==> config.mk <==
export PLATFORM = sky130hd
export DESIGN_NAME = gbf_ctl
export DESIGN_NICKNAME = d
export VERILOG_FILES = /design/src/graph_bridge_finder_macros.svh /design/src/gbf_pkg.sv /design/src/gbf_ctl.sv
export SDC_FILE = /design/constraint.sdc
export NUM_CORES = 1
export LEC_CHECK = 0
export ABC_CLOCK_PERIOD_IN_PS = 1300
export BUFFER_PORTS_ARGS = -buffer_cell sky130_fd_sc_hd__buf_4
export CAP_MARGIN = 20
export CORE_MARGIN = 2
export CORE_UTILIZATION = 35
export DETAILED_ROUTE_END_ITERATION = 10
export PLACE_DENSITY_LB_ADDON = 0.1
export SLEW_MARGIN = 20
export SYNTH_ARGS = -nofsm -noshare
export SYNTH_HDL_FRONTEND = slang
export SYNTH_SLANG_ARGS = --single-unit
==> constraint.sdc <==
create_clock -name clk -period 1.3 [get_ports clk]
set_input_delay 0.13 -clock clk [delete_from_list [all_inputs] [get_ports clk]]
set_output_delay 0.13 -clock clk [all_outputs]
set_load 0.01 [all_outputs]
==> src/graph_bridge_finder_macros.svh <==
// Assertion macros shared by the bridge finder RTL.
`ifndef GRAPH_BRIDGE_FINDER_MACROS_SVH
`define GRAPH_BRIDGE_FINDER_MACROS_SVH

// Same-cycle implication, disabled while reset is high.
`define GBF_ASSERT_IMP(label, ck, rs, ante, cons, msg) \
  label: assert property (@(posedge ck) disable iff (rs) (ante) |-> (cons)) \
    else $error(msg);

// Next-cycle implication, disabled while reset is high.
`define GBF_ASSERT_NEXT(label, ck, rs, ante, cons, msg) \
  label: assert property (@(posedge ck) disable iff (rs) (ante) |=> (cons)) \
    else $error(msg);

`endif

==> src/gbf_pkg.sv <==
// Shared widths, controller states and command/status structs of the bridge finder.
`default_nettype none

package gbf_pkg;

  localparam int VERTEX_W    = 7;   // vertex numbers and vertex_count
  localparam int ROW_W       = 64;  // adjacency row payload
  localparam int TOTAL_W     = 6;   // bridge total and bridge list address
  localparam int MAX_BRIDGES = 63;  // bridge list depth

  typedef enum logic [3:0] {
    ST_IDLE,
    ST_SCAN_BASE,
    ST_EXPAND_BASE,
    ST_ROW_READ,
    ST_ROW_LATCH,
    ST_EDGE_PICK,
    ST_SCAN_TRIAL,
    ST_EXPAND_TRIAL,
    ST_FINISH,
    ST_OUT_READ,
    ST_OUT_LOAD,
    ST_OUT_WAIT
  } gbf_state_t;

  typedef struct packed {
    logic take_row;     // row transaction accepted this cycle
    logic init_run;     // clear search state for a new run
    logic pop;          // take lowest frontier vertex, read its row
    logic seed;         // open a new component at lowest unvisited vertex
    logic expand;       // merge neighbors of popped vertex
    logic masked;       // expand with the trial edge cut
    logic save_base;    // latch base component count
    logic read_row_u;   // read row of the current lower endpoint
    logic latch_edge;   // capture candidate upper endpoints
    logic pick_edge;    // choose next candidate edge, clear search state
    logic next_u;       // advance lower endpoint
    logic judge;        // compare trial count, record bridge
    logic load_empty;   // load the empty answer
    logic read_bridge;  // read bridge list entry
    logic load_bridge;  // load bridge entry into result register
    logic advance_out;  // result transaction done
  } gbf_cmd_t;

  typedef struct packed {
    logic frontier_nz;
    logic unvisited_nz;
    logic u_end;
    logic edge_nz;
    logic no_bridges;
    logic out_last;
  } gbf_status_t;

endpackage

`default_nettype wire

==> src/gbf_ctl.sv <==
// Controller state machine: row loading, component counts, edge trials, result drain.
`default_nettype none

module gbf_ctl (
  input  wire logic                 clk,
  input  wire logic                 rst,
  input  wire logic                 in_valid,
  input  wire logic                 in_last,
  input  wire logic                 out_ready,
  input  wire gbf_pkg::gbf_status_t status,
  output logic                      in_ready,
  output logic                      out_valid,
  output gbf_pkg::gbf_cmd_t         cmd
);

  gbf_pkg::gbf_state_t state, state_next;

  always_ff @(posedge clk) begin
    if (rst) begin
      state <= gbf_pkg::ST_IDLE;
    end else begin
      state <= state_next;
    end
  end

  always_comb begin
    state_next = state;
    case (state)
      gbf_pkg::ST_IDLE: begin
        if (in_valid && in_last) state_next = gbf_pkg::ST_SCAN_BASE;
      end
      gbf_pkg::ST_SCAN_BASE: begin
        if (status.frontier_nz) state_next = gbf_pkg::ST_EXPAND_BASE;
        else if (!status.unvisited_nz) state_next = gbf_pkg::ST_ROW_READ;
      end
      gbf_pkg::ST_EXPAND_BASE: state_next = gbf_pkg::ST_SCAN_BASE;
      gbf_pkg::ST_ROW_READ: begin
        if (status.u_end) state_next = gbf_pkg::ST_FINISH;
        else state_next = gbf_pkg::ST_ROW_LATCH;
      end
      gbf_pkg::ST_ROW_LATCH: state_next = gbf_pkg::ST_EDGE_PICK;
      gbf_pkg::ST_EDGE_PICK: begin
        if (status.edge_nz) state_next = gbf_pkg::ST_SCAN_TRIAL;
        else state_next = gbf_pkg::ST_ROW_READ;
      end
      gbf_pkg::ST_SCAN_TRIAL: begin
        if (status.frontier_nz) state_next = gbf_pkg::ST_EXPAND_TRIAL;
        else if (!status.unvisited_nz) state_next = gbf_pkg::ST_EDGE_PICK;
      end
      gbf_pkg::ST_EXPAND_TRIAL: state_next = gbf_pkg::ST_SCAN_TRIAL;
      gbf_pkg::ST_FINISH: begin
        if (status.no_bridges) state_next = gbf_pkg::ST_OUT_WAIT;
        else state_next = gbf_pkg::ST_OUT_READ;
      end
      gbf_pkg::ST_OUT_READ: state_next = gbf_pkg::ST_OUT_LOAD;
      gbf_pkg::ST_OUT_LOAD: state_next = gbf_pkg::ST_OUT_WAIT;
      gbf_pkg::ST_OUT_WAIT: begin
        if (out_ready) begin
          if (status.out_last) state_next = gbf_pkg::ST_IDLE;
          else state_next = gbf_pkg::ST_OUT_READ;
        end
      end
      default: state_next = gbf_pkg::ST_IDLE;
    endcase
  end

  always_comb begin
    cmd       = '0;
    in_ready  = 1'b0;
    out_valid = 1'b0;
    case (state)
      gbf_pkg::ST_IDLE: begin
        in_ready      = 1'b1;
        cmd.take_row  = in_valid;
        cmd.init_run  = in_valid && in_last;
      end
      gbf_pkg::ST_SCAN_BASE: begin
        cmd.pop       = status.frontier_nz;
        cmd.seed      = !status.frontier_nz && status.unvisited_nz;
        cmd.save_base = !status.frontier_nz && !status.unvisited_nz;
      end
      gbf_pkg::ST_EXPAND_BASE: cmd.expand = 1'b1;
      gbf_pkg::ST_ROW_READ: cmd.read_row_u = !status.u_end;
      gbf_pkg::ST_ROW_LATCH: cmd.latch_edge = 1'b1;
      gbf_pkg::ST_EDGE_PICK: begin
        cmd.pick_edge = status.edge_nz;
        cmd.next_u    = !status.edge_nz;
      end
      gbf_pkg::ST_SCAN_TRIAL: begin
        cmd.pop   = status.frontier_nz;
        cmd.seed  = !status.frontier_nz && status.unvisited_nz;
        cmd.judge = !status.frontier_nz && !status.unvisited_nz;
      end
      gbf_pkg::ST_EXPAND_TRIAL: begin
        cmd.expand = 1'b1;
        cmd.masked = 1'b1;
      end
      gbf_pkg::ST_FINISH: cmd.load_empty = status.no_bridges;
      gbf_pkg::ST_OUT_READ: cmd.read_bridge = 1'b1;
      gbf_pkg::ST_OUT_LOAD: cmd.load_bridge = 1'b1;
      gbf_pkg::ST_OUT_WAIT: begin
        out_valid       = 1'b1;
        cmd.advance_out = out_ready;
      end
      default: cmd = '0;
    endcase
  end

endmodule

`default_nettype wire

==> impl_metrics.tcl <==
set metrics [dict create \
    synth_flop_cell "dfxtp_1" \
    critical_path.endpoint_type "primary output" \
    crit_required_ns 1.17 \
    wl_mm 2.19 \
    pre_cts_ws_ns -0.131 \
    path_buf_inv 1 \
    failed_checks "negative setup slack" \
    maxSlewViolCount 0 \
    slew_headroom 0.753 \
    ys_seq_area_frac 0.172 \
    grt_max_degree 11 \
    largestRegisters "state (4)" \
    skew_ns 0.00493 \
    maxCapViolCount 0 \
    die_h_um 40.5 \
    drive_above_1_share 0.728 \
    wl_per_cell_um 17.0 \
    cp_num_cells 3 \
    cts_buffers 3 \
    htree_levels 1 \
    io_buffers 28 \
    crit_chain "or4b_4 -> a21oi_4 -> buf_6" \
    status "finished, violations left" \
    drc_errors 0 \
    critPathMaxStageDelay_ns 0.58 \
    fin_ws_ns -0.291 \
    start_util 0.367 \
    crit_arrival_ns 1.46 \
    rr_endpoint "state[0]$_SDFFE_PP0P_" \
    dr.first_iter.drc_count 25 \
    synth-edff-count 0 \
    ir_worst_vdd_mv 0.955 \
    antenna_cells 0 \
    cp-start-kind "flip-flop" \
    io_pins 29 \
    max_clock_freq_mhz 628 \
    syn_area_um2 465 \
    cts_tree "built" \
    grt_pass1_wl_mm 2.26 \
    dp_hpwl_mm 1.06 \
    ys_seq_elements 4 \
    p_per_area_nw_per_um2 1130 \
    holdPathStages 2 \
    grt.overflow.total 0 \
    vias_per_cell 5.68 \
    tightestPinTransition_ns 0.369 \
    fin_crit_ns 1.59 \
    postRouteAntennaNets 0 \
    first_global_vias 548 \
    top_register "state" \
    clkSinkCount 4 \
    synth_cell_types 33 \
    insertion_delay_ns 0.24 \
    root_buffer "clkbuf_4" \
    fin_nets 127 \
    postSynthAreaPerCell_um2 7.16 \
    grt_setup_unrepaired "yes" \
    die_x_um 40.5 \
    cp_top_family "simple AND/OR/NAND/NOR gates" \
    antenna_found_initial 0 \
    via_count 733 \
    hold_viol_final 0 \
    async_reset_ff_frac 0 \
    r2r_cells 5 \
    hold_path_class "in -> reg" \
    drtPass1Iterations 4 \
    setup_viol_count_final 22 \
    worst_path_max_delay_cell "or4b_4" \
    crit_fanout 4 \
    worstSetupPathType "reg -> out" \
    post-route-period-util 1.22 \
    r2r_slack_ns -0.29 \
    dieArea_um2 1640 \
    largest_register_ffs 4 \
    yosysWarnings 0 \
    clk_path_buf_depth 2 \
    min_to "state[3]$_SDFFE_PP0P_" \
    synthesis.nets 76 \
    core_um2 1270 \
    synthCells 65 \
    clkTransAtPathRegs_ns 0.04 \
    p_total_mw 1.23 \
    p_leak_nw 0.488 \
    reg2reg_from "state[2]$_SDFFE_PP0P_" \
    gp_congestion 0.742 \
    hold_buffers 0 \
    core.rowCount 13 \
    min_from "out_ready" \
    grtUsageTotal 0.210 \
    area_growth_pct 133 \
]
worst max path at each step:
stage                           from               endpoint
5_1_grt        state[2]$_SDFFE_PP0P_                cmd[12]
3_3_place_gp   state[1]$_SDFFE_PP0P_  state[0]$_SDFFE_PP0P_
4_1_cts        state[2]$_SDFFE_PP0P_                cmd[12]
2_1_floorplan  state[0]$_SDFFE_PP0P_  state[0]$_SDFFE_PP0P_
6_report       state[2]$_SDFFE_PP0P_                cmd[12]
3_5_place_dp   state[3]$_SDFFE_PP0P_  state[0]$_SDFFE_PP0P_
cell usage after synthesis, drive strengths merged (2+ instances only):
cell / instances / area, um^2
inv: 6 / 22.5
nor3: 7 / 35.0
nand2b: 3 / 18.8
nor2: 4 / 15.0
buf: 3 / 21.3
and2: 2 / 12.5
clkbuf: 2 / 7.51
dfxtp: 4 / 80.1
o21ai: 4 / 20.0
nand2: 4 / 15.0
nor4: 2 / 12.5
a21oi: 5 / 36.3
repair_timing:
action / 4_1_cts / 5_1_grt
resized for setup: 30 / 24
pin swaps: 5 / 11
setup endpoints to repair: 21 / 22
buffers inserted: 8 / 3
cloned: 0 / 0
routing by layer:
metal  global-route usage  vias up  wire, um
met3               0.0444        6        86
met4                0.125        0        55
met5                    0        -         0
met1                0.269      357       901
li1                     -      343         -
met2                0.317       27      1150
power by group:
| group | switching, mW | leakage, nW | internal [mW] | total, mW |
|---|---|---|---|---|
| combinational | 0.408 | 0.439 | 0.475 | 0.883 |
| clock | 0.0554 | 0.0138 | 0.104 | 0.159 |
| sequential | 0.0374 | 0.0349 | 0.152 | 0.189 |
per-stage QoR:
step	utilization	cells	hold WS (ns)	instance area (um^2)	setup TNS [ns]
after floorplan	-	65	0.212	483	-0.378
after global placement	0.609	115	0.339	773	-0.355
after detailed placement	0.609	115	0.336	773	-0.451
after CTS	0.761	126	0.0881	966	-2.66
after global routing	0.855	129	0.103	1080	-4.71
final	0.855	129	0.110	1080	-3.69
kinds of logic (layout without fill, tap and decap cells):
| group | after synthesis | count (layout) | share of synthesized area |
|---|---|---|---|
| and+or+nand+nor | 29 | 29 | 0.379 |
| muxes | 1 | 1 | 0.0215 |
| DFF | 4 | 4 | 0.172 |
| buffers and inverters | 11 | 60 | 0.110 |
| xor gates and xnor gates | 1 | 1 | 0.0188 |
| AOI/OAI and AO/OA | 19 | 19 | 0.298 |
area by class of cell:
type                            count  area [um^2]
Inverter                            6         32.5
Fill cell                          75          184
Timing Repair Buffer               51          450
Sequential cell                     4         90.1
Clock buffer                        3         22.5
Multi-Input combinational cell     50          470
Tap cell                           15         18.8
cell usage in the layout, fill, tap and decap left out, drive strengths merged:
cell type and n:
nand2 4, a31oi 1, mux2i 1, nor3 7, nand2b 3, a21boi 1
o21ai 4, clkbuf 3, nand4b 1, o32ai 1, dfxtp 4, and3 1
a2111oi 1, o2bb2ai 1, or4b 1, nand3b 1, o211a 1, and2 2
nor4b 1, o22ai 1, or2 1, buf 51, nand4bb 1, a41oi 1
nor2 4, nor4 2, xor2 1, inv 6, o311a 1, a21oi 5
o21a 1
worst reg2reg max path, delay by kind of cell, from the launching register on:
family,cells,cell delay [ns]
buf+inv,1,0.13
compound gates,2,0.35
flops,1,0.33
simple gates,2,0.70
(Power assumes the default switching activity.)
